**src/sv/aots_pkg.sv**
```systemverilog
`timescale 1ns / 1ps
`default_nettype none

package aots_pkg;

    // Default sizes of the table and of the coordinates.
    localparam int TABLE_DEPTH_DEF = 64;
    localparam int COORD_WIDTH_DEF = 16;

    // Fixed field widths.
    localparam int IDX_W = 6;
    localparam int DIM_W = 15;
    localparam int CNT_W = 32;
    localparam int REQ_W = 2;
    localparam int CFG_IDX_W = 2;

    // Result buffer of one query.
    localparam int MAX_RESULTS = 64;
    localparam int RES_AW = $clog2(MAX_RESULTS);
    localparam int RES_CW = $clog2(MAX_RESULTS + 1);

    // Command queue between the front and the back.
    localparam int QUEUE_DEPTH = 2;

    // Request codes on the input word.
    localparam logic [REQ_W-1:0] REQ_WRITE = 2'd0;
    localparam logic [REQ_W-1:0] REQ_QUERY = 2'd1;
    localparam logic [REQ_W-1:0] REQ_CLEAR = 2'd2;

    // Configuration register indexes.
    localparam logic [CFG_IDX_W-1:0] CFG_SCROLL_X = 2'd0;
    localparam logic [CFG_IDX_W-1:0] CFG_SCROLL_Y = 2'd1;
    localparam logic [CFG_IDX_W-1:0] CFG_REPORT_ALL = 2'd2;

    typedef enum logic [1:0] {
        OP_WRITE,
        OP_QUERY,
        OP_CLEAR
    } t_op;

    typedef enum logic [1:0] {
        ST_CLEAR,
        ST_IDLE,
        ST_SCAN,
        ST_EMIT
    } t_state;

    // Decoded command as it travels through the queue.
    typedef struct packed {
        t_op              op;
        logic             entry_en;
        logic [IDX_W-1:0] entry_idx;
        logic             excl_en;
        logic [IDX_W-1:0] excl_idx;
    } t_ctl;

    // Width of the signed compare path: holds position plus offset plus size.
    function automatic int ext_w(input int cw);
        return ((cw > DIM_W) ? cw : DIM_W) + 2;
    endfunction

    // Width of the coordinate payload: x, y, w, h, right edge, bottom edge.
    function automatic int pld_w(input int cw);
        return 2 * cw + 2 * DIM_W + 2 * ext_w(cw);
    endfunction

endpackage

`default_nettype wire

```
**src/sv/aots_front.sv**
```systemverilog
`timescale 1ns / 1ps
`default_nettype none

module aots_front #(
    parameter int TABLE_DEPTH = aots_pkg::TABLE_DEPTH_DEF,
    parameter int COORD_WIDTH = aots_pkg::COORD_WIDTH_DEF
) (
    input  logic                                  i_in_valid,
    output logic                                  o_in_stall,
    input  logic [aots_pkg::REQ_W-1:0]            i_req_type,
    input  logic [aots_pkg::IDX_W-1:0]            i_entry_index,
    input  logic signed [COORD_WIDTH-1:0]         i_box_x,
    input  logic signed [COORD_WIDTH-1:0]         i_box_y,
    input  logic [aots_pkg::DIM_W-1:0]            i_box_w,
    input  logic [aots_pkg::DIM_W-1:0]            i_box_h,
    input  logic                                  i_entry_enable,
    input  logic                                  i_exclude_enable,
    input  logic [aots_pkg::IDX_W-1:0]            i_exclude_index,
    input  logic                                  i_full,
    input  logic                                  i_hold,
    output logic                                  o_push,
    output aots_pkg::t_ctl                        o_ctl,
    output logic [aots_pkg::pld_w(COORD_WIDTH)-1:0] o_pld
);

    localparam int EW = aots_pkg::ext_w(COORD_WIDTH);

    logic               accept;
    logic               in_range;
    logic               push_ok;
    aots_pkg::t_op      op;
    logic signed [EW-1:0] x_e;
    logic signed [EW-1:0] y_e;
    logic signed [EW-1:0] w_e;
    logic signed [EW-1:0] h_e;
    logic signed [EW-1:0] q_r;
    logic signed [EW-1:0] q_b;

    // The queue being full or the table clear pass holds the input off.
    assign o_in_stall = i_full || i_hold;
    assign accept     = i_in_valid && !o_in_stall;
    assign in_range   = (32'(i_entry_index) < 32'(TABLE_DEPTH));

    // Classify the request; unused codes and writes past the table are dropped.
    always_comb begin
        push_ok = 1'b0;
        op      = aots_pkg::OP_WRITE;
        unique case (i_req_type)
            aots_pkg::REQ_WRITE: begin
                push_ok = in_range;
                op      = aots_pkg::OP_WRITE;
            end
            aots_pkg::REQ_QUERY: begin
                push_ok = 1'b1;
                op      = aots_pkg::OP_QUERY;
            end
            aots_pkg::REQ_CLEAR: begin
                push_ok = 1'b1;
                op      = aots_pkg::OP_CLEAR;
            end
            default: begin
                push_ok = 1'b0;
            end
        endcase
    end

    assign o_push = accept && push_ok;

    // Right and bottom edges of the query box, wide enough not to wrap.
    assign x_e = EW'(i_box_x);
    assign y_e = EW'(i_box_y);
    assign w_e = EW'(i_box_w);
    assign h_e = EW'(i_box_h);
    assign q_r = x_e + w_e;
    assign q_b = y_e + h_e;

    assign o_ctl = '{
        op:        op,
        entry_en:  i_entry_enable,
        entry_idx: i_entry_index,
        excl_en:   i_exclude_enable,
        excl_idx:  i_exclude_index
    };

    assign o_pld = {i_box_x, i_box_y, i_box_w, i_box_h, q_r, q_b};

endmodule

`default_nettype wire

```
**config.mk**
```make
export PLATFORM = sky130hd
export DESIGN_NAME = aots_front
export DESIGN_NICKNAME = d
export VERILOG_FILES = /design/src/sv/aots_pkg.sv /design/src/sv/aots_front.sv
export SDC_FILE = /design/constraint.sdc
export NUM_CORES = 1
export LEC_CHECK = 0
export BUFFER_PORTS_ARGS = -buffer_cell sky130_fd_sc_hd__buf_2
export CAP_MARGIN = 25
export CORE_ASPECT_RATIO = 0.5
export CORE_MARGIN = 4
export CORE_UTILIZATION = 35
export DETAILED_ROUTE_END_ITERATION = 10
export MAX_ROUTING_LAYER = met4
export PLACE_DENSITY_LB_ADDON = 0.3
export SYNTH_ARGS = -nofsm -noshare
export SYNTH_HDL_FRONTEND = slang
export SYNTH_SLANG_ARGS = --single-unit
export TNS_END_PERCENT = 10
```
**constraint.sdc**
```tcl
create_clock -name vclk -period 2.2
set_input_delay 0.22 -clock vclk [all_inputs]
set_output_delay 0.22 -clock vclk [all_outputs]
set_load 0.005 [all_outputs]
```
**Word level (Yosys, flattened, before mapping)**

Index checks and enable logic that the tools add are counted.

- Reduce and logical (&&, ||, !) cells: 6
- Add/subtract/negate cells: 2
- Div/mod/pow operators: 0
- Shift-type cells: 0
- Muxes and demuxes: 2
- Multipliers: 0
- Magnitude comparators: 0
- Eq/ne operators: 2
- Bitwise gates (word level): 0

Operators with widths:

| cell | number |
|---|---|
| $add A16 B16 Y17 | 2 |
| $pmux W2 S2 | 1 |
| $reduce_or A3 Y1 | 1 |
| $eq A2 B1 Y1 const B | 1 |
| $eq A2 B2 Y1 const B | 1 |
| $logic_and A1 B1 Y1 | 2 |
| $logic_not A2 Y1 | 1 |
| $logic_not A1 Y1 | 1 |
| $logic_or A1 B1 Y1 | 1 |
| $mux W1 | 1 |

- Word-level logic and storage cells: 12
- Bits in registers: 0
- Bits in latches: 0
- Memories kept: 0
- Bits of input ports: 81
- Bits in read-only memories: 0
- Bits in writable memories: 0

**Longest topological paths before layout**

- Word-level depth: 4
- Gate-level depth with buffers: 9
- Depth with buffers taken out: 8

**Worst setup path before layout**

OpenSTA, ideal clock, no wires.

- Path kind: input-to-output
- Start point: input port i_box_y[0]
- End point: output port o_pld[17] (netlist name)
- Data arrival time: 2.255 ns
- Stages on the path: 8
- Path slack: -0.275 ns
- Data required time: 1.980 ns
- Cells stage by stage: ha_1 -> fa_1 -> a21o_1 -> a221oi_2 -> nor4_1 -> a211o_1 -> a221oi_1 -> buf_4

- Longest elaborated chain between the ends: 1

Ends and longest elaborated chain:

| what | RTL line | source |
|---|---|---|
| from (decl) | aots_front.sv:13 | `input logic signed [COORD_WIDTH-1:0] i_box_y,` |
| $add A16 B16 Y17 | aots_front.sv:75 | `assign q_b = y_e + h_e;` |
| to (decl) | aots_front.sv:23 | `output logic [aots_pkg::pld_w(COORD_WIDTH)-1:0] o_pld` |

Every way passes these cells.

**Worst setup path after layout**

- Start point: input port i_box_y[0]
- End point: output port o_pld[16] (netlist name)

Same word-level chain as after synthesis.

==> metrics.txt <==
Non-Filler Instances=462; Final Max Tran Viols=0; Final min period=2.34 ns; most frequent cells after synthesis=buf_4 (78), ha_1 (30), a21oi_1 (20); Pleak=1.51 nW; Post-Synth Simple-Gate Area=12.7%; Critical Path AT=2.12 ns; Sequential Area=0 um^2; core area=5490 um^2; actual slew at the worst max-slew pin=0.329 ns; Max VDD drop=roughly 0.14 mV; most frequent cell after synthesis=buf_4; count of sequential standard cells=0; CP delay by family, top=compound AO/OA/AOI/OAI gates; largest net degree at the start of global routing=7; Hold Crit Class=in -> out; area of the multi-input gates=1470 um^2; Die Ht=61.3 um; crit-path max FO=3; layout clock buffer count=0; mux contribution to synthesized area=0%; Power Dens Cells=302 nW/um^2; most used routing layer=met2; cts hold-fix bufs=0; M1 GR Usage=16.7%; critical path class=in -> out; Worst Setup Start Kind=input pin; RD Place Congestion=0.839; crit-path cells=buf_8 > ha_4 > fa_2 > a21o_1 > a221oi_2 > nor4_1 > a211o_1 > a221oi_2 > buf_2; max-cap violations=0; area share of the largest cell type after synthesis=roughly 29%; Stages on worst setup path=9; Max Fclk=427 MHz; share of cells above drive strength 1=between 50% and 60%; post-route ant nets=0; first-pass GRT wire length=8130 um; detailed-router iteration count before antenna repair=4; drt first-iter violations=49; Initial Util=~36%; Compound-Gate Fraction of Synth Area=24.6%; Yosys top cell by area=buf_4; slowest stage delay, CP=between 0.3 and 0.4 ns; gr usage total=13.9%; Synth Net Count=383; cell row count=19; CP Capture Type=primary output; number of port buffers=roughly 170; Vias=2138; PnR worst setup slack=-0.140 ns; Placed Instances=461; largest family of logic cells by synthesized area=buffers and inverters; n_diodes=0; vias in the first global route=just under 2k; Hold Fails Final Rpt=0; Worst Path Required=1.98 ns; routed len/inst=12.0 um; Final HPWL DP=between 4000 and 5000 um; status=finished with violations; Ys Warns=0; worst setup path end=o_pld[16]; Remaining DRCs=0; # fillers=586; Vias/cell=around 4.6; met2 GRT Util=approximately 28%; synthesized area=between 1500 and 2000 um^2; met3 GRT Util=0.589%; Critical path buffers and inverters=2; # IOs=197; Synth cell types=42; Setup crit start=i_box_y[0]; area delta synth->final=34.7%; Slew headroom=77.5%; period utilization=106%; Synth Area in Adders=20.9%; Avg Inst Size Synth=7.37 um^2; Tot Pwr=about 800 uW; NumNets Final=504; RSZ-0062 raised after global routing=true; total grt overflow=0; overall die area=approximately 7000 um^2; critical path's most frequent cell=a221oi_2; Die Width=around 110 um; Post-Syn Instances=between 200 and 300; failing checks=setup timing; slowest stage cell on the critical path=fa_2; Seq/Total Area, Yosys=0%; DRT Wirelength=5520 um; Final Setup Violations=9; initial antenna violation count=0; synth top area cells=buf_4 (29%), ha_1 (19%), xnor2_1 (7.5%), a21oi_1 (5.0%), a21o_1 (4.5%); Finished Core Util=48.8%; XOR/XNOR share of the synthesized area=11.0%; DP Worst Slack=-0.299 ns
==> per-layer routing <==
| metal | vias up | wire, um |
|---|---|---|
| met1 | 943 | 2370 |
| met4 | 0 | 2 |
| met2 | 65 | 2830 |
| li1 | 1128 | - |
| met3 | 2 | 324 |
| met5 | - | 0 |
==> cell type report <==
class / instances / share of cell area [%]
inverters: 6 / 0.841
repair buffers: 198 / 40.8
well taps: 73 / 3.41
multi-input cells: 185 / 55.0
==> logic make-up after synthesis <==
group,Yosys count
buf+inv,85
compound gates,75
simple gates,53
fa+ha+maj,32
xor+xnor,25
==> cell usage in the layout (no fill, tap or decap), types with 6 or more instances in the layout <==
cell type    n
buf_4       29
a21o_1      12
o21ai_1      8
nand2_1     16
ha_1        28
xnor2_1     17
o21ai_0      8
a21oi_1     16
buf_2      165
a31oi_1      6
xor2_1       8
nor2_1      12
inv_1        6
==> how the worst min path moves through the flow <==
| stage | from | end | depth (start not counted) |
|---|---|---|---|
| 6_report | i_entry_index[3] | o_ctl[10] | 0 |
| 3_5_place_dp | i_entry_index[1] | o_ctl[8] | 0 |
| 3_3_place_gp | i_entry_index[1] | o_ctl[8] | 0 |
| 2_1_floorplan | i_req_type[1] | o_ctl[14] | 1 |
| 5_1_grt | i_entry_index[3] | o_ctl[10] | 0 |
| 4_1_cts | i_entry_index[1] | o_ctl[8] | 0 |
==> stage by stage <==
stage	setup TNS (ns)	hold WS [ns]	area (um^2)
2_1_floorplan	-0.0690	0.470	2020
3_5_place_dp	-2.29	0.440	2570
4_1_cts	-0.973	0.440	2640
3_3_place_gp	-2.09	0.440	2570
6_report	-0.629	0.440	2680
5_1_grt	-2.05	0.440	2680
==> where the power goes <==
group	switching [mW]	internal [mW]
Clock	0	0
Combinational	0.385	0.425
Sequential	0	0
==> timing repair <==
action / 4_1_cts / 5_1_grt
setup buffers: 1 / 0
resized for setup: 12 / 6
setup endpoints to repair: 12 / 16
pin swaps: 11 / 7
Note: power is estimated with default switching activity, not from simulation.
