File: src/sv/aots_pkg.sv
`timescale 1ns / 1ps
`default_nettype none

package aots_pkg;

    // Default sizes of the table and of the coordinates.
    localparam int TABLE_DEPTH_DEF = 64;
    localparam int COORD_WIDTH_DEF = 16;

    // Fixed field widths.
    localparam int IDX_W = 6;
    localparam int DIM_W = 15;
    localparam int CNT_W = 32;
    localparam int REQ_W = 2;
    localparam int CFG_IDX_W = 2;

    // Result buffer of one query.
    localparam int MAX_RESULTS = 64;
    localparam int RES_AW = $clog2(MAX_RESULTS);
    localparam int RES_CW = $clog2(MAX_RESULTS + 1);

    // Command queue between the front and the back.
    localparam int QUEUE_DEPTH = 2;

    // Request codes on the input word.
    localparam logic [REQ_W-1:0] REQ_WRITE = 2'd0;
    localparam logic [REQ_W-1:0] REQ_QUERY = 2'd1;
    localparam logic [REQ_W-1:0] REQ_CLEAR = 2'd2;

    // Configuration register indexes.
    localparam logic [CFG_IDX_W-1:0] CFG_SCROLL_X = 2'd0;
    localparam logic [CFG_IDX_W-1:0] CFG_SCROLL_Y = 2'd1;
    localparam logic [CFG_IDX_W-1:0] CFG_REPORT_ALL = 2'd2;

    typedef enum logic [1:0] {
        OP_WRITE,
        OP_QUERY,
        OP_CLEAR
    } t_op;

    typedef enum logic [1:0] {
        ST_CLEAR,
        ST_IDLE,
        ST_SCAN,
        ST_EMIT
    } t_state;

    // Decoded command as it travels through the queue.
    typedef struct packed {
        t_op              op;
        logic             entry_en;
        logic [IDX_W-1:0] entry_idx;
        logic             excl_en;
        logic [IDX_W-1:0] excl_idx;
    } t_ctl;

    // Width of the signed compare path: holds position plus offset plus size.
    function automatic int ext_w(input int cw);
        return ((cw > DIM_W) ? cw : DIM_W) + 2;
    endfunction

    // Width of the coordinate payload: x, y, w, h, right edge, bottom edge.
    function automatic int pld_w(input int cw);
        return 2 * cw + 2 * DIM_W + 2 * ext_w(cw);
    endfunction

endpackage

`default_nettype wire

File: src/sv/aots_fifo.sv
`timescale 1ns / 1ps
`default_nettype none

module aots_fifo #(
    parameter int WIDTH = 8,
    parameter int DEPTH = aots_pkg::QUEUE_DEPTH
) (
    input  logic             i_clk,
    input  logic             i_rst_n,
    input  logic             i_push,
    input  logic [WIDTH-1:0] i_wdata,
    output logic             o_full,
    input  logic             i_pop,
    output logic [WIDTH-1:0] o_rdata,
    output logic             o_empty
);

    localparam int QAW = (DEPTH > 1) ? $clog2(DEPTH) : 1;
    localparam int QCW = $clog2(DEPTH + 1);

    logic [WIDTH-1:0] r_mem [DEPTH];
    logic [QAW-1:0]   r_wr_ptr;
    logic [QAW-1:0]   r_rd_ptr;
    logic [QCW-1:0]   r_cnt;
    logic             do_push;
    logic             do_pop;

    assign o_full  = (r_cnt == QCW'(DEPTH));
    assign o_empty = (r_cnt == '0);
    assign do_push = i_push && !o_full;
    assign do_pop  = i_pop && !o_empty;
    assign o_rdata = r_mem[r_rd_ptr];

    // Storage for queued words.
    always_ff @(posedge i_clk) begin
        if (do_push) begin
            r_mem[r_wr_ptr] <= i_wdata;
        end
    end

    // Pointers and fill count.
    always_ff @(posedge i_clk) begin
        if (!i_rst_n) begin
            r_wr_ptr <= '0;
            r_rd_ptr <= '0;
            r_cnt    <= '0;
        end else begin
            if (do_push) begin
                r_wr_ptr <= (r_wr_ptr == QAW'(DEPTH - 1)) ? '0 : r_wr_ptr + QAW'(1);
            end
            if (do_pop) begin
                r_rd_ptr <= (r_rd_ptr == QAW'(DEPTH - 1)) ? '0 : r_rd_ptr + QAW'(1);
            end
            unique case ({do_push, do_pop})
                2'b10:   r_cnt <= r_cnt + QCW'(1);
                2'b01:   r_cnt <= r_cnt - QCW'(1);
                default: r_cnt <= r_cnt;
            endcase
        end
    end

endmodule

`default_nettype wire

File: config.mk
export PLATFORM = sky130hd
export DESIGN_NAME = aots_fifo
export DESIGN_NICKNAME = d
export VERILOG_FILES = /design/src/sv/aots_pkg.sv /design/src/sv/aots_fifo.sv
export SDC_FILE = /design/constraint.sdc
export NUM_CORES = 1
export LEC_CHECK = 0
export ABC_AREA = 1
export BUFFER_PORTS_ARGS = -buffer_cell sky130_fd_sc_hd__buf_2
export CORE_MARGIN = 3
export CORE_UTILIZATION = 33
export CTS_BUF_LIST = sky130_fd_sc_hd__clkbuf_8
export CTS_CLUSTER_SIZE = 30
export DETAILED_ROUTE_END_ITERATION = 7
export SLEW_MARGIN = 20
export SYNTH_ARGS = -nofsm -noshare
export SYNTH_HDL_FRONTEND = slang
export SYNTH_SLANG_ARGS = --single-unit
File: constraint.sdc
create_clock -name i_clk -period 1.4 [get_ports i_clk]
set_input_delay 0.21 -clock i_clk [delete_from_list [all_inputs] [get_ports i_clk]]
set_output_delay 0.21 -clock i_clk [all_outputs]
set_load 0.03 [all_outputs]
Word level (Yosys, flattened, before mapping):

Memory sizes are Yosys's and may differ from the RTL's. A register that Yosys moved wholly into a read port is not among the register bits.
Cells that the tools add are included.

* bits of input ports: 12
* output and inout port bits: 10
* word-level logic and storage cells: 24
* register bits: 4
* memory bits (writable): 16
* memories: 1

Memories
* r_mem: words 2, bits a word 8, read ports 1, clocked after Yosys merged registers in 1, wr ports 1, RTL line aots_fifo.sv:21 `logic [WIDTH-1:0] r_mem [DEPTH];`

* reduce and logical (&&, ||, !) cells: 6
* multiplexer cells: 7
* add/subtract/negate cells: 4
* eq/ne operators: 3

Operators with widths (number)
* $mux 1: 6
* $eq 2x2->1 const B: 2
* $pmux 2 s2: 1
* $add 1x1->1 const B: 2
* $add 2x1->2 const B: 1
* $eq 2x1->1 const B: 1
* $logic_and 1x1->1: 2
* $logic_not 1->1: 2
* $logic_not 2->1: 1
* $reduce_bool 2->1: 1
* $sub 2x1->2 const B: 1

Logic depth before layout (Yosys ltp):

Gate-level depths: netlist of run 1.

* word-level depth: 5
* mapped depth: 10
* depth with buffers taken out: 10

Least setup slack after synthesis of run 1:

No wires, ideal clock.

* path kind: reg-to-reg
* start: register r_cnt[1]
* end: register r_cnt[1]
* period minus slack after synthesis: 1.448 ns
* setup slack: -0.048 ns
* arrival time: 1.385 ns
* cell stages (with the launch flop): 11
* path buffers: 0
* data required time: 1.336 ns
* setup time: 0.064 ns
* cell sequence: dfxtp_1 -> inv_1 -> nor2_2 -> nor2_2 -> inv_1 -> ha_1 -> inv_1 -> nand2_1 -> nor2_1 -> nor2_1 -> nor2_1

* word-level cells in the longest chain between the ends: 5
* elaborated cells on any way between the ends: 12
* those cells by class: add/sub: 2; eq/ne: 3; mux: 1; reduce/logical: 6

RTL lines
* start: declaration: RTL line aots_fifo.sv:24 `logic [QCW-1:0] r_cnt;`
* start signal: assignment: RTL line aots_fifo.sv:55 `2'b10: r_cnt <= r_cnt + QCW'(1);`
* start signal: assignment: RTL line aots_fifo.sv:56 `2'b01: r_cnt <= r_cnt - QCW'(1);`
* start signal: assignment: RTL line aots_fifo.sv:57 `default: r_cnt <= r_cnt;`
* $eq 2x2->1 (*): RTL line aots_fifo.sv:28 `assign o_full = (r_cnt == QCW'(DEPTH));`
* net o_full: RTL line aots_fifo.sv:12 `output logic o_full,`
* $logic_not 1->1 (*): RTL line aots_fifo.sv:30 `assign do_push = i_push && !o_full;`
* $logic_and 1x1->1 (*): RTL line aots_fifo.sv:30
* $eq 2x1->1 or $eq 2x2->1 (tied branches): RTL line aots_fifo.sv:54 `unique case ({do_push, do_pop})`
* $pmux 2 s2 or $reduce_bool 2->1 (tied branches)

The timed path passes the listed nets; every way through them passes the cells marked *.
A chain may end at the register's enable or synchronous reset.

==> summary.md, run 1 <==
| Metric | Value |
|---|---|
| Global-route usage over all layers | 9.69% |
| CP peak stage delay | 0.34 ns |
| Yosys cell types | 16 |
| Status | finished with violations |
| First-pass GRT wire length | 2.34 mm |
| Longest Clk Path Bufs | 2 |
| Hold buffer count at CTS | 0 |
| Final ANT Viol Nets | 0 |
| CTS Sinks | 21 |
| Chip height | 56.4 um |
| Seq/Total Area, Yosys | 69.2% |
| Syn Area/Cell | 12.9 um^2 |
| CP cell instances | buf_12 -> mux2_2 -> buf_6 |
| Starting Density | 36.2% |
| DRC viols | 0 |
| Yosys reg bits | 21 |
| Worst endpoint required time | 1.19 ns |
| Commonest cells after routing, fill and taps aside | 16 x edfxtp_1, 13 x buf_2, 8 x nor2_1, 8 x buf_6 |
| Clock Root Buffer | clkbuf_8 |
| Critical-path top delay cell | dfxtp_2 |
| Slew Limit Fails | 0 |
| Worst-path clk slew | 0.07 ns |
| Port bufs | 21 |
| Mapped Nets | 78 |
| I/O Pins | 22 |
| Core Rows | 17 |
| # diodes | 0 |
| Ys Warns | 0 |
| CTS tree | built |
| Leakage | 0.478 nW |
| Fin nets | 105 |
| Crit path buf inv count | 2 |
| Core area | 2320 um^2 |
| Crit Path Max Fanout | 8 |
| Finish-stage setup viols | 6 |
| Routed vias | 542 |
| Most common cell after layout, fill and taps aside | edfxtp_1 |
| CP arrival | 1.19 ns |
| Final core occ | 49.5% |
| Fin Clk Skew | 0.00257 ns |
| DRT iter0 DRCs | 7 |
| Hold WC Path Type | in2reg |
| Crit Path Category | reg2out |
| DRT Pass-1 Iters | 2 |
| HPWL after DPL | 1.07 mm |
| Die Width | 56.4 um |
| Startpoint Class | register |
| Worst-Margin Slew | 0.340 ns |
| Max Cap Viol | 0 |
| Vias per cell | 4.55 |
| Worst-skew pair later-pin latency | 0.25 ns |
| Failing checks | negative setup slack |
| Area Growth Syn to Fin | 36.8% |
| Min Tclk post-route | 1.40 ns |
| Mapped Area | 840 um^2 |
| Share of cells above drive strength 1 | 51.6% |
| Placed inst area | 1020 um^2 |
| Final instance area | 1150 um^2 |
| Syn Inst Count | 65 |
| Vias in the first global route | 542 |
| Total global routing overflow | 0 |
| WL per Instance | 11.6 um |
| Worst slew margin | 77.3% |
| # H-tree levels | 1 |
| Final worst slack | -0.00409 ns |
| Total power per unit cell area | 1640 nW/um^2 |
| Largest net degree at the start of global routing | 12 |
| Crit. End Element | output pin |
| Final Hold Viols | 0 |
| DIE AREA | 3190 um^2 |
| Final period util | 100% |
| Crit path max-delay family | flip-flops |
| Initial antenna violation count | 0 |
| Max VDD drop | 0.000853 V |
| Unrepaired setup endpoints after global routing | true |
| CTS Buf Count | 3 |
| Fmax | 0.712 GHz |
| Routability cong. | 0.699 |
| Wirelength, routed | 1.38 mm |
-- cell families after synthesis --
kind of cell               Yosys count  share of synthesized area, %
buffers and inverters               10                          4.62
adders and majority gates            1                          1.49
AOI/OAI and AO/OA                    2                          1.19
and+or+nand+nor                     23                          12.8
DFF                                 21                          69.2
muxes                                8                          10.7
-- metal layers --
metal	vias to the layer above	track usage [%]	routed length, um
met2	18	15.3	710
met3	2	3.68	97
met1	252	11.3	555
met5	-	0	0
met4	0	5.08	17
li1	270	-	-
-- cell usage after synthesis (all sizes together) --
cell type,instances,share of area [%]
nand3,1,0.60
nand2,8,3.9
nand4,1,0.75
o21ai,1,0.60
edfxtp,16,57
mux2,8,11
inv,9,4.0
ha,1,1.5
nor2,13,7.6
buf,1,0.60
a21oi,1,0.60
dfxtp,5,12
-- worst reg2reg max path: cells and delay by family (launching register included) --
kind | cells | cell delay (ns)
flip-flops | 1 | 0.38
adder cells (fa/ha/maj) | 1 | 0.22
AND/OR/NAND/NOR | 6 | 0.48
buffers and inverters | 3 | 0.18
-- report_power, final --
part / switching [mW] / internal (mW)
Sequential: 0.0473 / 0.773
Combinational: 0.383 / 0.304
Clock: 0.177 / 0.195
-- per-stage QoR --
| stage | TNS [ns] | worst slack, ns | std cells | hold slack (ns) | power, mW |
|---|---|---|---|---|---|
| 2_1_floorplan | 0 | 0.0383 | 65 | 0.309 | 1.23 |
| 4_1_cts | -0.106 | -0.0194 | 119 | 0.134 | 1.89 |
| 5_1_grt | -0.259 | -0.0444 | 119 | 0.130 | 2.00 |
| 3_3_place_gp | 0 | 0.0198 | 115 | 0.400 | 1.40 |
| 3_5_place_dp | -0.0352 | -0.0352 | 115 | 0.404 | 1.42 |
| 6_report | -0.0209 | -0.00409 | 119 | 0.143 | 1.88 |
-- flip-flops by register name, indices dropped and copies added, names as in the netlist, named ones only --
name,cells
r_cnt,2
r_rd_ptr,1
r_mem,16
r_wr_ptr,1
-- layout make-up --
class,count,area [um^2]
well taps,28,35.0
inverters,9,33.8
clock buffers,3,41.3
repair buffers,23,195
fillers,214,1170
clock inverters,1,3.75
multi-input cells,34,253
flip-flops and latches,21,587
-- worst paths after layout --
path | from | slack [ns] | cells past startpoint | to
setup / recovery | register | -0.004 | 3 | o_rdata[4]
hold / removal | i_wdata[3] | 0.14 | 1 | r_mem[1][3]$_DFFE_PP_
setup reg to reg | r_cnt[0]$_SDFFE_PN0P_ | 0.10 | 10 | r_cnt[1]$_SDFFE_PN0P_
hold reg to reg | r_rd_ptr$_SDFFE_PN0P_ | 0.51 | 2 | register
-- timing repair --
item | 4_1_cts | 5_1_grt
gates resized for setup | 22 | 3
setup buffers | 0 | 0
cloned | 0 | 0
endpoints found under the hold margin | 0 | 0
endpoints found under the setup margin | 9 | 10
Power figures use the tool's default switching activity.
==> run 2, diff against run 1 <==
- CORE_ASPECT_RATIO: unset -> 1.25
- PLACE_DENSITY: unset -> 0.63
==> run 2 against run 1 <==
  * The flow now finishes without violations
  * Flip-flop and latch count unchanged
  * First-iteration DRC count shrank 29%
  * Largest cell class unchanged
  * Utilization grew 0.76 points
  * Routed wire length rose by 3.4%
==> summary.md, run 2 (synthesized netlist as in run 1, its figures left out) <==
| Metric | Value |
|---|---|
| Max reg flops | 16 |
| Hold buffer count at CTS | 0 |
| CTS tree | built |
| Worst-skew pair later-pin latency | 0.25 ns |
| Final worst slack | 0.0174 ns |
| Final period util | 98.8% |
| Final core occ | 50.3% |
| Global-route usage over all layers | 9.85% |
| Final ANT Viol Nets | 0 |
| Max Cap Viol | 0 |
| Metal-1 WL | 572 um |
| CTS Sinks | 21 |
| Startpoint Class | register |
| First-pass GRT wire length | 2.37 mm |
| DRT Pass-1 Iters | 4 |
| Worst endpoint required time | 1.19 ns |
| Max VDD drop | 0.000799 V |
| Highest layer used for signal routing | met4 |
| Slew Limit Fails | 0 |
| CTS Buf Count | 3 |
| Largest registers | r_mem x16, r_cnt x2 |
| Share of cells above drive strength 1 | 52.7% |
| Met2 routed WL | 750 um |
| DRC viols | 0 |
| Routability cong. | 0.669 |
| Crit Path Category | reg2out |
| Vias in the first global route | 578 |
| Clock Root Buffer | clkbuf_8 |
| Most common cell after layout, fill and taps aside | edfxtp_1 |
| Power, Total | 1.89 mW |
| DIE AREA | 3190 um^2 |
| CP arrival | 1.17 ns |
| Core area | 2310 um^2 |
| Area of the multi-input gates | 278 um^2 |
| Port bufs | 21 |
| Longest Clk Path Bufs | 2 |
| Worst-Margin Slew | 0.327 ns |
| Routed vias | 553 |
| Biggest register | r_mem |
| I/O Pins | 22 |
| Chip height | 62.4 um |
| Core Rows | 19 |
| Die Width | 51.1 um |
| Register area | 587 um^2 |
| Setup TNS | 0 ns |
| Largest net degree at the start of global routing | 12 |
| Final Hold Viols | 0 |
| Area Growth Syn to Fin | 38.2% |
| DRT iter0 DRCs | 5 |
| Worst-path clk slew | 0.07 ns |
| Filler instances | 217 |
| Postcts setup bufs | 0 |
| Min Tclk post-route | 1.38 ns |
| Fin Clk Skew | 0.00243 ns |
| Total power per unit cell area | 1630 nW/um^2 |
| Dpl ws | -0.00668 ns |
| Non-Filler Instances | 122 |
| # diodes | 0 |
| Placed inst area | 1000 um^2 |
| Commonest cells after routing, fill and taps aside | 16 x edfxtp_1, 13 x buf_2, 8 x mux2_4, 8 x buf_6 |
| Unrepaired setup endpoints after global routing | true |
| Initial antenna violation count | 0 |
| Final instance area | 1160 um^2 |
| WL per Instance | 11.7 um |
| WHS | 0.146 ns |
| Worst slew margin | 78.2% |
| Crit. End Element | output pin |
| Total global routing overflow | 0 |
| Crit Path Max Fanout | 8 |
| Hold WC Path Type | in2reg |
| Placed cell count | 118 |
| # H-tree levels | 1 |
| Leakage | 0.494 nW |
| Fmax | 0.723 GHz |
| Vias per cell | 4.53 |
| Fin nets | 105 |
| Wirelength, routed | 1.43 mm |
| Finish-stage setup viols | 0 |
| HPWL after DPL | 1.03 mm |
| Starting Density | 36.4% |
| Status | complete, no violations |
| Met3 WL | 93 um |
run 2: cell count changes in the layout (fill, tap and decap cells not counted):
| cell | previous run | this run |
|---|---|---|
| buf_12 | 2 | 0 |
| buf_4 | 0 | 1 |
| buf_8 | 0 | 1 |
| mux2_2 | 6 | 0 |
| mux2_4 | 2 | 8 |
| nor2_1 | 8 | 7 |
| nor2_2 | 2 | 3 |
run 2: per-layer routing:
metal	track usage, %	vias up
met5	0	-
met4	6.06	0
met3	2.15	2
met2	15.8	17
met1	11.7	267
li1	-	267
run 2: where the power goes:
part / internal, mW / switching, mW
Sequential: 0.773 / 0.0480
Combinational: 0.307 / 0.393
Clock: 0.195 / 0.171
run 2: path summary, 6_finish.rpt:
kind | startpoint | to | slack, ns | depth (start not counted)
setup / recovery | register | o_rdata[5] | 0.02 | 3
hold / removal | i_wdata[7] | r_mem[0][7]$_DFFE_PP_ | 0.15 | 1
setup reg to reg | r_cnt[0]$_SDFFE_PN0P_ | r_cnt[1]$_SDFFE_PN0P_ | 0.09 | 10
hold reg to reg | r_rd_ptr$_SDFFE_PN0P_ | r_rd_ptr$_SDFFE_PN0P_ | 0.50 | 2
run 2: critical path, cell delays in order (launching register included):
cell     delay, ns
dfxtp_2       0.33
buf_8         0.14
mux2_4        0.31
buf_6         0.14
run 2: final cells by class:
cell class	instances	area share, %
inverter	9	2.91
clock buffer	3	3.56
sequential	21	50.6
tap	31	3.34
clock inverter	1	0.324
multi-input combinational	34	23.9
timing repair buffer	23	15.3
run 2: timing repair:
item / CTS / global route
hold endpoints to repair: 0 / 0
resized for setup: 20 / 14
pin swaps: 0 / 2
endpoints found under the setup margin: 9 / 10
==> run 3, diff against run 2 <==
- CTS_BUF_LIST: sky130_fd_sc_hd__clkbuf_8 -> unset
==> run 3 against run 2 <==
  * The run now ends with negative setup slack left
  * Via count fell by 0.72%
  * Largest cell class unchanged
  * Register-to-register slack got worse by 0.02 ns
  * Critical path type unchanged
  * Largest power group unchanged
  * Worst setup slack got worse by 0.047 ns
  * Utilization fell by 0.81 points
==> summary.md, run 3 (synthesized netlist as in run 1, its figures left out) <==
| Metric | Value |
|---|---|
| WL per Instance | 11.5 um |
| # diodes | 0 |
| Vias in the first global route | 583 |
| Vias per cell | 4.50 |
| Reg2reg start | r_cnt[0]$_SDFFE_PN0P_ |
| CTS tree | built |
| Area of the multi-input gates | 278 um^2 |
| Dpl ws | -0.00668 ns |
| DRT iter0 DRCs | 2 |
| Final period util | 102% |
| Postcts setup bufs | 0 |
| Biggest register | r_mem |
| Worst-path clk slew | 0.11 ns |
| Max VDD drop | 0.000788 V |
| Routed vias | 549 |
| Worst-Margin Slew | 0.325 ns |
| DRT Pass-1 Iters | 3 |
| Largest net degree at the start of global routing | 12 |
| Longest Clk Path Bufs | 2 |
| Port bufs | 21 |
| Commonest cells after routing, fill and taps aside | 16 x edfxtp_1, 13 x buf_2, 8 x mux2_4, 8 x buf_6 |
| Placed cell count | 118 |
| Total global routing overflow | 0 |
| Global-route usage over all layers | 10.3% |
| DIE AREA | 3190 um^2 |
| Startpoint Class | register |
| Crit. End Element | output pin |
| Die Width | 51.1 um |
| Unrepaired setup endpoints after global routing | true |
| Filler instances | 220 |
| Final instance area | 1140 um^2 |
| CP arrival | 1.22 ns |
| Max reg flops | 16 |
| Initial antenna violation count | 0 |
| Hold path startpoint | i_wdata[7] |
| Status | finished with violations |
| I/O Pins | 22 |
| Placed inst area | 1000 um^2 |
| Worst slew margin | 78.3% |
| Failing checks | negative setup slack |
| Crit Path Category | reg2out |
| Fmax | 0.699 GHz |
| Worst endpoint required time | 1.19 ns |
| Crit Path Max Fanout | 8 |
| Core area | 2310 um^2 |
| Routability cong. | 0.669 |
| CTS Buf Count | 3 |
| Largest registers | r_mem x16, r_cnt x2 |
| Core Rows | 19 |
| Leakage | 0.482 nW |
| Final Hold Viols | 0 |
| DRC viols | 0 |
| # H-tree levels | 1 |
| Min Tclk post-route | 1.43 ns |
| Finish-stage setup viols | 8 |
| First-pass GRT wire length | 2.48 mm |
| Worst-skew pair later-pin latency | 0.29 ns |
| HPWL after DPL | 1.03 mm |
| Clock Root Buffer | clkbuf_4 |
| Most common cell after layout, fill and taps aside | edfxtp_1 |
| Final core occ | 49.5% |
| Chip height | 62.4 um |
| Area Growth Syn to Fin | 35.9% |
| Total power per unit cell area | 1570 nW/um^2 |
| Fin nets | 105 |
| Fin Clk Skew | 0.00736 ns |
| Wirelength, routed | 1.41 mm |
| Hold WC Path Type | in2reg |
| Non-Filler Instances | 122 |
| Hold buffer count at CTS | 0 |
| Setup TNS | -0.205 ns |
| Final ANT Viol Nets | 0 |
| Max Cap Viol | 0 |
| Final worst slack | -0.0300 ns |
| Starting Density | 36.4% |
| Register area | 587 um^2 |
| Slew Limit Fails | 0 |
| Share of cells above drive strength 1 | 52.7% |
| CTS Sinks | 21 |
## run 3: area by class of cell
type                       count  share of cell area (%)
sequential                    21                    51.4
multi-input combinational     34                    24.3
timing repair buffer          23                    15.6
tap                           31                    3.40
inverter                       9                    2.96
clock buffer                   4                    2.30
## run 3: worst paths after layout
check                                             end  slack (ns)  depth (start not counted)
worst min-delay path            r_mem[0][7]$_DFFE_PP_        0.10                          1
worst max-delay path                       o_rdata[5]       -0.03                          3
worst max register to register  r_cnt[1]$_SDFFE_PN0P_        0.07                         10
worst min register to register  r_rd_ptr$_SDFFE_PN0P_        0.50                          2
## run 3: per-stage QoR
step	hold slack (ns)	power [mW]
after global placement	0.400	1.36
after global routing	0.0806	1.90
final	0.100	1.79
after floorplan	0.309	1.23
after detailed placement	0.404	1.38
after CTS	0.0878	1.78
## run 3: routing by layer
metal | vias to the layer above | wire [um] | GRT usage, %
met5 | - | 0 | 0
met4 | 0 | 12 | 6.06
met3 | 2 | 91 | 2.15
met2 | 17 | 749 | 16.6
met1 | 262 | 555 | 12.3
li1 | 268 | - | -
## run 3: what timing repair did
action                                  in CTS  in global routing
pin swaps                                    0                  1
endpoints found under the setup margin       9                 10
resized for setup                           29                  5
## run 3: critical path: stages, from the launching register on
cell,delay [ns]
dfxtp_2,0.34
buf_8,0.14
mux2_4,0.31
buf_6,0.14
## run 3: report_power, final
part | leakage [nW] | total [mW] | internal (mW) | switching [mW]
sequential | 0.192 | 0.820 | 0.772 | 0.0476
clock | 0.0150 | 0.270 | 0.111 | 0.159
combinational | 0.275 | 0.700 | 0.308 | 0.393
total | 0.482 | 1.79 | 1.19 | 0.599
