`config.mk`:
```
export PLATFORM = sky130hd
export DESIGN_NAME = aots_back
export DESIGN_NICKNAME = d
export VERILOG_FILES = /design/src/sv/aots_pkg.sv /design/src/sv/aots_back.sv
export SDC_FILE = /design/constraint.sdc
export NUM_CORES = 2
export LEC_CHECK = 0
export ABC_CLOCK_PERIOD_IN_PS = 5450
export CORE_ASPECT_RATIO = 0.6
export CORE_UTILIZATION = 57
export CTS_CLUSTER_DIAMETER = 30
export DETAILED_ROUTE_END_ITERATION = 12
export DONT_BUFFER_PORTS = 1
export PLACE_DENSITY = 0.75
export SYNTH_ARGS = -nofsm -noshare
export SYNTH_HDL_FRONTEND = slang
export SYNTH_MEMORY_MAX_BITS = 65536
export SYNTH_SLANG_ARGS = --single-unit
```
`constraint.sdc`:
```
create_clock -name i_clk -period 5.45 [get_ports i_clk]
set_input_delay 1.09 -clock i_clk [delete_from_list [all_inputs] [get_ports i_clk]]
set_output_delay 1.09 -clock i_clk [all_outputs]
set_load 0.05 [all_outputs]
```
`src/sv/aots_pkg.sv`:
```
`timescale 1ns / 1ps
`default_nettype none

package aots_pkg;

    // Default sizes of the table and of the coordinates.
    localparam int TABLE_DEPTH_DEF = 64;
    localparam int COORD_WIDTH_DEF = 16;

    // Fixed field widths.
    localparam int IDX_W = 6;
    localparam int DIM_W = 15;
    localparam int CNT_W = 32;
    localparam int REQ_W = 2;
    localparam int CFG_IDX_W = 2;

    // Result buffer of one query.
    localparam int MAX_RESULTS = 64;
    localparam int RES_AW = $clog2(MAX_RESULTS);
    localparam int RES_CW = $clog2(MAX_RESULTS + 1);

    // Command queue between the front and the back.
    localparam int QUEUE_DEPTH = 2;

    // Request codes on the input word.
    localparam logic [REQ_W-1:0] REQ_WRITE = 2'd0;
    localparam logic [REQ_W-1:0] REQ_QUERY = 2'd1;
    localparam logic [REQ_W-1:0] REQ_CLEAR = 2'd2;

    // Configuration register indexes.
    localparam logic [CFG_IDX_W-1:0] CFG_SCROLL_X = 2'd0;
    localparam logic [CFG_IDX_W-1:0] CFG_SCROLL_Y = 2'd1;
    localparam logic [CFG_IDX_W-1:0] CFG_REPORT_ALL = 2'd2;

    typedef enum logic [1:0] {
        OP_WRITE,
        OP_QUERY,
        OP_CLEAR
    } t_op;

    typedef enum logic [1:0] {
        ST_CLEAR,
        ST_IDLE,
        ST_SCAN,
        ST_EMIT
    } t_state;

    // Decoded command as it travels through the queue.
    typedef struct packed {
        t_op              op;
        logic             entry_en;
        logic [IDX_W-1:0] entry_idx;
        logic             excl_en;
        logic [IDX_W-1:0] excl_idx;
    } t_ctl;

    // Width of the signed compare path: holds position plus offset plus size.
    function automatic int ext_w(input int cw);
        return ((cw > DIM_W) ? cw : DIM_W) + 2;
    endfunction

    // Width of the coordinate payload: x, y, w, h, right edge, bottom edge.
    function automatic int pld_w(input int cw);
        return 2 * cw + 2 * DIM_W + 2 * ext_w(cw);
    endfunction

endpackage

`default_nettype wire

```
`src/sv/aots_back.sv`:
```
`timescale 1ns / 1ps
`default_nettype none

module aots_back #(
    parameter int TABLE_DEPTH = aots_pkg::TABLE_DEPTH_DEF,
    parameter int COORD_WIDTH = aots_pkg::COORD_WIDTH_DEF
) (
    input  logic                                  i_clk,
    input  logic                                  i_rst_n,
    input  logic                                  i_cmd_valid,
    output logic                                  o_cmd_pop,
    input  aots_pkg::t_ctl                        i_ctl,
    input  logic [aots_pkg::pld_w(COORD_WIDTH)-1:0] i_pld,
    input  logic signed [COORD_WIDTH-1:0]         i_scroll_x,
    input  logic signed [COORD_WIDTH-1:0]         i_scroll_y,
    input  logic                                  i_report_all,
    output logic                                  o_clearing,
    output logic                                  o_out_valid,
    input  logic                                  i_out_stall,
    output logic                                  o_hit,
    output logic [aots_pkg::IDX_W-1:0]            o_hit_index,
    output logic                                  o_last,
    output logic [aots_pkg::CNT_W-1:0]            o_check_count
);

    localparam int CW    = COORD_WIDTH;
    localparam int EW    = aots_pkg::ext_w(COORD_WIDTH);
    localparam int DW    = aots_pkg::DIM_W;
    localparam int IW    = aots_pkg::IDX_W;
    localparam int NW    = aots_pkg::RES_CW;
    localparam int BAW   = aots_pkg::RES_AW;
    localparam int CNW   = aots_pkg::CNT_W;
    localparam int AW    = (TABLE_DEPTH > 1) ? $clog2(TABLE_DEPTH) : 1;
    localparam int PW    = $clog2(TABLE_DEPTH + 1);
    localparam int TW    = 2 * CW + 2 * DW + 1;
    // Payload layout from the front.
    localparam int P_QB  = 0;
    localparam int P_QR  = EW;
    localparam int P_H   = 2 * EW;
    localparam int P_W   = P_H + DW;
    localparam int P_Y   = P_W + DW;
    localparam int P_X   = P_Y + CW;
    // Table word layout, enable in bit zero.
    localparam int T_H   = 1;
    localparam int T_W   = T_H + DW;
    localparam int T_Y   = T_W + DW;
    localparam int T_X   = T_Y + CW;

    aots_pkg::t_state r_state;
    aots_pkg::t_state n_state;

    // Box table and scan pointer.
    logic [TW-1:0]        r_tab [TABLE_DEPTH];
    logic [TW-1:0]        r_tab_q;
    logic [PW-1:0]        r_ptr;

    // Scan pipeline.
    logic                 r_a_vld;
    logic [AW-1:0]        r_a_idx;
    logic                 r_b_test;
    logic [AW-1:0]        r_b_idx;
    logic signed [EW-1:0] r_b_ex;
    logic signed [EW-1:0] r_b_ey;
    logic [DW-1:0]        r_b_w;
    logic [DW-1:0]        r_b_h;

    // Query held during the scan.
    logic signed [EW-1:0] r_qx;
    logic signed [EW-1:0] r_qy;
    logic signed [EW-1:0] r_qr;
    logic signed [EW-1:0] r_qb;
    logic                 r_excl_en;
    logic [IW-1:0]        r_excl_idx;

    // Hit buffer and its readout.
    logic [IW-1:0]        r_rbuf [aots_pkg::MAX_RESULTS];
    logic [NW-1:0]        r_n;
    logic [NW-1:0]        r_rd_ptr;
    logic                 r_rd_vld;
    logic [IW-1:0]        r_rd_data;
    logic                 r_rd_last;

    logic [CNW-1:0]       r_count;

    // Output register.
    logic                 r_out_valid;
    logic                 r_out_hit;
    logic [IW-1:0]        r_out_idx;
    logic                 r_out_last;
    logic [CNW-1:0]       r_out_count;

    // Control decode.
    logic                 tab_we;
    logic [AW-1:0]        tab_waddr;
    logic [TW-1:0]        tab_wdata;
    logic                 scan_issue;
    logic                 scan_done;
    logic                 q_load;
    logic                 cnt_clear;
    logic                 rd_issue;
    logic                 move;
    logic                 nohit_load;
    logic                 emit_done;
    logic                 clearing;
    logic                 out_free;

    // Field views.
    logic signed [CW-1:0] c_x;
    logic signed [CW-1:0] c_y;
    logic [AW+IW-1:0]     widx_ext;
    logic signed [CW-1:0] a_x;
    logic signed [CW-1:0] a_y;
    logic                 a_en;
    logic                 a_excl;
    logic [AW+IW-1:0]     b_idx_ext;
    logic [IW-1:0]        b_idx6;
    logic                 buf_room;

    // Overlap test.
    logic signed [EW-1:0] b_w_s;
    logic signed [EW-1:0] b_h_s;
    logic signed [EW-1:0] b_er;
    logic signed [EW-1:0] b_eb;
    logic                 overlap;
    logic                 test_now;
    logic                 hit_now;
    logic                 kill;

    assign c_x       = i_pld[P_X +: CW];
    assign c_y       = i_pld[P_Y +: CW];
    assign widx_ext  = {{AW{1'b0}}, i_ctl.entry_idx};
    assign a_x       = r_tab_q[T_X +: CW];
    assign a_y       = r_tab_q[T_Y +: CW];
    assign a_en      = r_tab_q[0];
    assign a_excl    = r_excl_en &&
                       ({{IW{1'b0}}, r_a_idx} == {{AW{1'b0}}, r_excl_idx});
    assign b_idx_ext = {{IW{1'b0}}, r_b_idx};
    assign b_idx6    = b_idx_ext[IW-1:0];
    assign buf_room  = (r_n < NW'(aots_pkg::MAX_RESULTS));
    assign out_free  = !r_out_valid || !i_out_stall;

    // Overlap of the entry in the last scan stage with the query box.
    always_comb begin
        b_w_s    = EW'(r_b_w);
        b_h_s    = EW'(r_b_h);
        b_er     = r_b_ex + b_w_s;
        b_eb     = r_b_ey + b_h_s;
        overlap  = (r_qr > r_b_ex) && (r_qx < b_er) &&
                   (r_qb > r_b_ey) && (r_qy < b_eb);
        test_now = (r_state == aots_pkg::ST_SCAN) && r_b_test;
        hit_now  = test_now && overlap;
        kill     = hit_now && !i_report_all;
    end

    // Next state.
    always_comb begin
        n_state = r_state;
        unique case (r_state)
            aots_pkg::ST_CLEAR: begin
                if (r_ptr == PW'(TABLE_DEPTH - 1)) n_state = aots_pkg::ST_IDLE;
            end
            aots_pkg::ST_IDLE: begin
                if (i_cmd_valid && (i_ctl.op == aots_pkg::OP_QUERY)) begin
                    n_state = aots_pkg::ST_SCAN;
                end
            end
            aots_pkg::ST_SCAN: begin
                if (scan_done) n_state = aots_pkg::ST_EMIT;
            end
            aots_pkg::ST_EMIT: begin
                if (emit_done) n_state = aots_pkg::ST_IDLE;
            end
        endcase
    end

    // Per-state control.
    always_comb begin
        o_cmd_pop  = 1'b0;
        tab_we     = 1'b0;
        tab_waddr  = r_ptr[AW-1:0];
        tab_wdata  = '0;
        scan_issue = 1'b0;
        scan_done  = 1'b0;
        q_load     = 1'b0;
        cnt_clear  = 1'b0;
        rd_issue   = 1'b0;
        move       = 1'b0;
        nohit_load = 1'b0;
        emit_done  = 1'b0;
        clearing   = 1'b0;
        unique case (r_state)
            aots_pkg::ST_CLEAR: begin
                clearing = 1'b1;
                tab_we   = 1'b1;
            end
            aots_pkg::ST_IDLE: begin
                o_cmd_pop = i_cmd_valid;
                if (i_cmd_valid) begin
                    unique case (i_ctl.op)
                        aots_pkg::OP_WRITE: begin
                            tab_we    = 1'b1;
                            tab_waddr = widx_ext[AW-1:0];
                            tab_wdata = {c_x, c_y, i_pld[P_W +: DW], i_pld[P_H +: DW],
                                         i_ctl.entry_en};
                        end
                        aots_pkg::OP_QUERY: begin
                            q_load = 1'b1;
                        end
                        aots_pkg::OP_CLEAR: begin
                            cnt_clear = 1'b1;
                        end
                        default: begin
                            cnt_clear = 1'b0;
                        end
                    endcase
                end
            end
            aots_pkg::ST_SCAN: begin
                scan_issue = !kill && (r_ptr != PW'(TABLE_DEPTH));
                scan_done  = kill || ((r_ptr == PW'(TABLE_DEPTH)) && !r_a_vld);
            end
            aots_pkg::ST_EMIT: begin
                move = r_rd_vld && out_free;
                if (r_n == '0) begin
                    nohit_load = out_free;
                    emit_done  = out_free;
                end else begin
                    rd_issue  = (r_rd_ptr != r_n) && (!r_rd_vld || move);
                    emit_done = (r_rd_ptr == r_n) && (!r_rd_vld || move);
                end
            end
        endcase
    end

    assign o_clearing = clearing;

    // State register.
    always_ff @(posedge i_clk) begin
        if (!i_rst_n) begin
            r_state <= aots_pkg::ST_CLEAR;
        end else begin
            r_state <= n_state;
        end
    end

    // Table memory: one write port, one registered read port.
    always_ff @(posedge i_clk) begin
        if (tab_we) begin
            r_tab[tab_waddr] <= tab_wdata;
        end
    end

    always_ff @(posedge i_clk) begin
        if (scan_issue) begin
            r_tab_q <= r_tab[r_ptr[AW-1:0]];
        end
    end

    // Table pointer: sweeps the clear pass after reset, then each scan.
    always_ff @(posedge i_clk) begin
        if (!i_rst_n) begin
            r_ptr <= '0;
        end else if (q_load) begin
            r_ptr <= '0;
        end else if (clearing || scan_issue) begin
            r_ptr <= r_ptr + PW'(1);
        end
    end

    // Scan pipeline valids; a first-mode hit flushes what is in flight.
    always_ff @(posedge i_clk) begin
        if (!i_rst_n) begin
            r_a_vld  <= 1'b0;
            r_b_test <= 1'b0;
        end else begin
            r_a_vld  <= scan_issue;
            r_b_test <= r_a_vld && !kill && a_en && !a_excl;
        end
    end

    // Scan pipeline data: add the scroll offset to the entry position.
    always_ff @(posedge i_clk) begin
        if (scan_issue) begin
            r_a_idx <= r_ptr[AW-1:0];
        end
        r_b_idx <= r_a_idx;
        r_b_ex  <= EW'(a_x) + EW'(i_scroll_x);
        r_b_ey  <= EW'(a_y) + EW'(i_scroll_y);
        r_b_w   <= r_tab_q[T_W +: DW];
        r_b_h   <= r_tab_q[T_H +: DW];
    end

    // Query box captured when the query leaves the queue.
    always_ff @(posedge i_clk) begin
        if (q_load) begin
            r_qx       <= EW'(c_x);
            r_qy       <= EW'(c_y);
            r_qr       <= i_pld[P_QR +: EW];
            r_qb       <= i_pld[P_QB +: EW];
            r_excl_en  <= i_ctl.excl_en;
            r_excl_idx <= i_ctl.excl_idx;
        end
    end

    // Hit buffer memory.
    always_ff @(posedge i_clk) begin
        if (hit_now && buf_room) begin
            r_rbuf[r_n[BAW-1:0]] <= b_idx6;
        end
    end

    always_ff @(posedge i_clk) begin
        if (rd_issue) begin
            r_rd_data <= r_rbuf[r_rd_ptr[BAW-1:0]];
            r_rd_last <= (r_rd_ptr == (r_n - NW'(1)));
        end
    end

    // Hit count and readout pointer.
    always_ff @(posedge i_clk) begin
        if (!i_rst_n) begin
            r_n      <= '0;
            r_rd_ptr <= '0;
            r_rd_vld <= 1'b0;
        end else begin
            if (q_load) begin
                r_n <= '0;
            end else if (hit_now && buf_room) begin
                r_n <= r_n + NW'(1);
            end
            if (q_load) begin
                r_rd_ptr <= '0;
            end else if (rd_issue) begin
                r_rd_ptr <= r_rd_ptr + NW'(1);
            end
            if (rd_issue) begin
                r_rd_vld <= 1'b1;
            end else if (move) begin
                r_rd_vld <= 1'b0;
            end
        end
    end

    // Saturating check counter.
    always_ff @(posedge i_clk) begin
        if (!i_rst_n) begin
            r_count <= '0;
        end else if (cnt_clear) begin
            r_count <= '0;
        end else if (test_now && (r_count != '1)) begin
            r_count <= r_count + CNW'(1);
        end
    end

    // Output register; the count is stable for the whole readout.
    always_ff @(posedge i_clk) begin
        if (!i_rst_n) begin
            r_out_valid <= 1'b0;
        end else if (nohit_load || move) begin
            r_out_valid <= 1'b1;
        end else if (!i_out_stall) begin
            r_out_valid <= 1'b0;
        end
    end

    always_ff @(posedge i_clk) begin
        if (nohit_load) begin
            r_out_hit   <= 1'b0;
            r_out_idx   <= '0;
            r_out_last  <= 1'b1;
            r_out_count <= r_count;
        end else if (move) begin
            r_out_hit   <= 1'b1;
            r_out_idx   <= r_rd_data;
            r_out_last  <= r_rd_last;
            r_out_count <= r_count;
        end
    end

    assign o_out_valid   = r_out_valid;
    assign o_hit         = r_out_hit;
    assign o_hit_index   = r_out_idx;
    assign o_last        = r_out_last;
    assign o_check_count = r_out_count;

endmodule

`default_nettype wire

```
Yosys cells after proc, flatten, opt, wreduce, memory -nomap -nowiden
Memories as Yosys holds them, arrays and structs flattened. A register that Yosys moved wholly into a read port is not among the register bits.
Cells that the tools add are included.
Storage, ports and cells
  register bits after elaboration: 251
  latch bits: 0
  bits in writable memories: 4416
  memory bits (read-only): 0
  memories: 2
  output and inout bits: 43
Operators by class
  bitwise operators: 1
  multiply operators: 0
  shift-type cells: 0
  add/subtract/negate cells: 9
  mux-type cells: 41
  reductions and logical operators: 38
  divide/modulo/power cells: 0
  $lt $le $gt $ge: 5
  eq/ne operators: 18
Memory list
  r_tab: words 64, bits a word 63, rd ports 1, clocked after Yosys merged registers in 1, write ports 1, line aots_back.sv:53  | logic [TW-1:0] r_tab [TABLE_DEPTH];
  r_rbuf: words 64, bits a word 6, rd ports 1, clocked after Yosys merged registers in 1, write ports 1, line aots_back.sv:76  | logic [IW-1:0] r_rbuf [aots_pkg::MAX_RESULTS];
Operators with widths (number)
  $mux W63: 3
  $mux W32: 2
  $add A17 B16 Y18: 2
  $gt A18 B17 Y1: 2
  $lt A16 B18 Y1: 2
  $add A16 B16 Y17: 2
  $add A32 B1 Y32 const B: 1
  $ne A32 B32 Y1 const B: 1
  $mux W1: 27
  $add A7 B1 Y7 const B: 3
  $logic_and A1 B1 Y1: 18
  $mux W6: 3
  $eq A7 B7 Y1: 2
  $mux W2: 4
  $ne A2 B2 Y1 const B: 4
  $pmux W2 S4: 1
  $eq A7 B6 Y1 const B: 1
  $eq A7 B7 Y1 const B: 1
  $logic_not A1 Y1: 7
  $logic_not A7 Y1: 1
  $lt A7 B7 Y1 const B: 1
  $ne A7 B7 Y1: 1
  $ne A7 B7 Y1 const B: 1
  $sub A7 B1 Y7 const B: 1
  other kinds (11): 21

Longest topological paths before layout
  depth in word-level cells: 11
  mapped depth: 21

Worst setup path before layout
No wires, ideal clock.
  kind: input port to flip-flop
  start: in i_cmd_valid
  end: mem r_tab[19][0] in the netlist's numbering, enable pin
  setup time: 0.484 ns
  data required time: 4.966 ns
  cell stages on the path: 8
  slack: -0.222 ns
  arrival: 5.187 ns
  cell sequence: nand2_1 -> nor3_1 -> clkbuf_1 -> buf_1 -> nand3b_1 -> o31ai_1 -> o21ai_1 -> nor2_1
On the way
  word-level cells in the longest chain between the ends: 4
  elaborated cells between the ends (all ways): 6
RTL lines
  from (decl): line aots_back.sv:10  | input logic i_cmd_valid,
  $mux W1: line aots_back.sv:198  | if (i_cmd_valid) begin
  $pmux W1 S2: line aots_back.sv:191  | unique case (r_state)
  $mux W1: line aots_back.sv:248  | if (tab_we) begin
  $mux W1 (implied by the code): line aots_back.sv:249  | r_tab[tab_waddr] <= tab_wdata;
  to (decl): line aots_back.sv:53
Several ways; a longest one is shown, not always the timed one.

Worst setup path after layout
  start: reg r_b_ey[1]
  end: mem r_rbuf[33][2] in the netlist's numbering, enable pin
On the way
  word-level cells in the longest chain between the ends: 7
  elaborated cells between the ends (all ways): 9
RTL lines
  from (decl): line aots_back.sv:63  | logic signed [EW-1:0] r_b_ey;
  from (signal assigned): line aots_back.sv:288  | r_b_ey <= EW'(a_y) + EW'(i_scroll_y);
  $add A17 B16 Y18 / $gt A18 B17 Y1 (equally long branches): line aots_back.sv:147, aots_back.sv:149
  $lt A16 B18 Y1 / $logic_and A1 B1 Y1 (equally long branches): line aots_back.sv:149, aots_back.sv:148
  $logic_and A1 B1 Y1 (*): line aots_back.sv:149  | (r_qb > r_b_ey) && (r_qy < b_eb);
  $logic_and A1 B1 Y1 (*): line aots_back.sv:151  | hit_now = test_now && overlap;
  $logic_and A1 B1 Y1 (*): line aots_back.sv:307  | if (hit_now && buf_room) begin
  $mux W1 (*): line aots_back.sv:307
  $mux W1 (implied by the code) (*): line aots_back.sv:308  | r_rbuf[r_n[BAW-1:0]] <= b_idx6;
  to (decl): line aots_back.sv:76
Every way passes the cells marked *; elsewhere a longest branch is shown, timed or not.

==> impl_metrics.csv <==
group,metric,value,unit
synthesis,synth_edf_count,4599,
route,met1_length,194,mm
grt,grt_first_pass_wirelength,739,mm
route,drc_errors,0,
sta,worst_pin_slew,1.48,ns
synthesis,yosysWarnings,0,
critical_path,endpoint_kind,"flop",
critical_path,crit_path_max_fanout,8,
sta,rsz0062_at_grt,"false",
grt,grt_antenna_before_repair,63,
route,ant_nets,0,
grt,overflow,0,
clocking,post_cts_buffers,0,
clocking,numCtsBuffers,545,
floorplanning,row_count,160,
critical_path,start_kind,"flop",
placed_design,place_area,0.191,sq mm
grt,track_usage,33.3,%
power_and_ir_drop,p_leak,71.0,nW
placed_design,hpwl,280,mm
clocking,h-tree-depth,6,
worst_hold_path,hp-class,"primary input to flop",
critical_path,arrival,5.84,ns
sta,hold_ws,0.223,ns
power_and_ir_drop,power_density,387,mW/mm^2
route,via_count,95500,
synthesis,synthesis.nets,8297,
floorplanning,die_h,441,um
cells_and_area,syn2layout_area_growth,14.7,%
sta,slew_violations,0,
route,highest_layer,"met5",
route,wl_met2,232,mm
critical_path,worstSetupStartpoint,"r_b_ey[1]$_DFF_P_",
sta,finalHoldViolCount,0,
sta,setup_viol,0,
floorplanning,start_util,57.5,%
sta,period_share,95.6,%
clocking,clk_pin_slew,0.06,ns
sta,max_freq,0.192,GHz
critical_path,r2r_start,"r_b_ey[1]$_DFF_P_",
cells_and_area,layout_commonest_cell,"edfxtp_1",
synthesis,synth_cells,7999,
sta,tns,0,ns
cells_and_area,finalInstanceArea,0.210,sq mm
synthesis,syn_area,0.183,sq mm
clocking,clock-sinks,4736,
critical_path,reg2reg_slack,0.24,ns
floorplanning,fp.coreArea,0.318,sq mm
placed_design,place_congestion,0.917,
synthesis,avgSynthCellArea,22.9,sq um
clocking,clockBufferDepth,4,
route,wl_per_cell,40.8,um
route,routed-wl-met3,88.3,mm
floorplanning,die-area,0.323,sq mm
cells_and_area,final_util,66.0,%
cells_and_area,drive_above_1_share,30.9,%
critical_path,setup.worst_path.class,"flop to flop",
power_and_ir_drop,finalPower,81.3,mW
status,status,"finished clean",
cells_and_area,fin_nets,8798,
synthesis,ys_ff_latch,4736,
synthesis,synth.distinct_cells,68,
synthesis,yosysSeqAreaShare,76.9,%
synthesis,async_flop_share,0,%
route,wl,540,mm
sta,slew_headroom,1.53,%
clocking,clockRootBuffer,"clkbuf_16",
route,drt_iter0_drc,18100,
critical_path,worst_ep_required_time,6.08,ns
sta,skew,0.0550,ns
floorplanning,io_pins,194,
floorplanning,dieWidth,734,um
power_and_ir_drop,ir_worst_vdd,0.000440,V
placed_design,io_buffer_count,0,
route,viasPerCell,7.22,
run,drv_cap,0,
clocking,cts_tree,"done",
clocking,insertion_delay,0.96,ns
sta,fin_crit,5.21,ns
cells_and_area,mostFrequentLayoutCells,"edfxtp_1 (4599), mux4_2 (1362), clkbuf_16 (574), buf_4 (252), nor2_1 (184)",
grt,grt_pass1_vias,92800,
synthesis,ys.flop_type,"edfxtp_1",
route,dr.pass1.iters,6,
worst_hold_path,min_from,"i_pld[71]",
grt,grt_max_degree,149,
[metrics by stage]
stage          worst slack, ns  std cells
5_1_grt                 0.0205      13200
2_1_floorplan           -0.222       7999
3_5_place_dp           -0.0296      12200
6_report                 0.238      13200
3_3_place_gp            -0.114      12200
4_1_cts                0.00656      13200
[final cells by class]
| class | instances | area, sq um |
|---|---|---|
| Tap cell | 4212 | 5270 |
| Inverter | 74 | 285 |
| Sequential cell | 4736 | 141000 |
| Antenna cell | 77 | 193 |
| Multi-Input combinational cell | 2799 | 40900 |
| Clock buffer | 638 | 14600 |
| Fill cell | 19200 | 108000 |
| Timing Repair Buffer | 344 | 3720 |
| Clock inverter | 350 | 4090 |
[where the power goes]
group	internal, mW	switching (mW)	total, mW
sequential	39.5	0.107	39.7
clock	22.7	15.4	38.1
combinational	1.51	2.03	3.54
[routing by layer]
metal  up-vias  GRT usage (%)
met2      9195           46.8
met3      1392           12.4
met5         -          0.806
met4        37           13.8
met1     49700           47.5
li1      35200              -
[registers in the layout, summed over array words and instances, names as in the netlist, 15 cells and up]
signal         cells
r_qb              18
r_qx              16
r_b_ey            17
r_qy              16
r_qr              18
r_tab_q           63
r_count           32
r_rbuf           384
r_tab           4032
r_b_h             15
r_b_ex            17
r_b_w             15
o_check_count     32
[logic make-up after synthesis]
kind of cell	count (synthesis)	synth area share [%]
simple gates	711	1.89
flops	4736	76.9
mux	1452	17.3
compound gates	389	1.37
xor+xnor	100	0.478
buf+inv	464	1.05
fa+ha+maj	147	1.02
[worst max-delay path, stage by stage (launching register included)]
cell and delay [ns]:
dfxtp_1 0.33, ha_1 0.29, a21o_1 0.18, a21o_1 0.24, a2111oi_4 0.39, buf_4 0.18
o211ai_1 0.13, nand2_1 0.13, o2111ai_1 0.19, a21oi_2 0.20, xnor2_1 0.15, ha_1 0.27
a21oi_1 0.16, nor2_1 0.09, a2111oi_2 0.22, nand3_1 0.17, nor4_4 0.30, buf_6 0.18
nand3_2 0.11, or4_4 0.61, nor2_1 0.16, buf_4 0.17
[cells in the mapped netlist (all sizes together), types with 18 or more instances]
cell | count | area, sq um
mux2i | 85 | 851
nand4 | 25 | 171
o221ai | 24 | 210
or3 | 24 | 150
nand3 | 59 | 300
xnor2 | 53 | 464
a211oi | 32 | 240
and2 | 78 | 489
a21oi | 104 | 521
dfxtp | 137 | 2740
mux4 | 1362 | 30700
inv | 74 | 278
buf | 157 | 763
nor3 | 28 | 140
clkbuf | 233 | 875
a31oi | 22 | 138
xor2 | 47 | 412
o21a | 18 | 135
a21o | 19 | 143
nand2 | 139 | 522
o21ai | 73 | 365
edfxtp | 4599 | 138000
ha | 143 | 1790
nor2b | 37 | 231
o22ai | 31 | 194
nor2 | 250 | 941
[final timing paths]
check	to	cells after the start
setup / recovery	r_rbuf[33][2]$_DFFE_PP_	21
hold / removal	r_qy[5]$_DFFE_PP_	0
setup reg to reg	r_rbuf[33][2]$_DFFE_PP_	21
hold reg to reg	r_b_w[2]$_DFF_P_	0
[repair_timing]
item | in CTS | in global routing
gates resized for setup | 11 | 7
pin swaps | 3 | 5
setup endpoints to repair | 240 | 384
hold buffers | 0 | 0
Power figures use the tool's default switching activity.
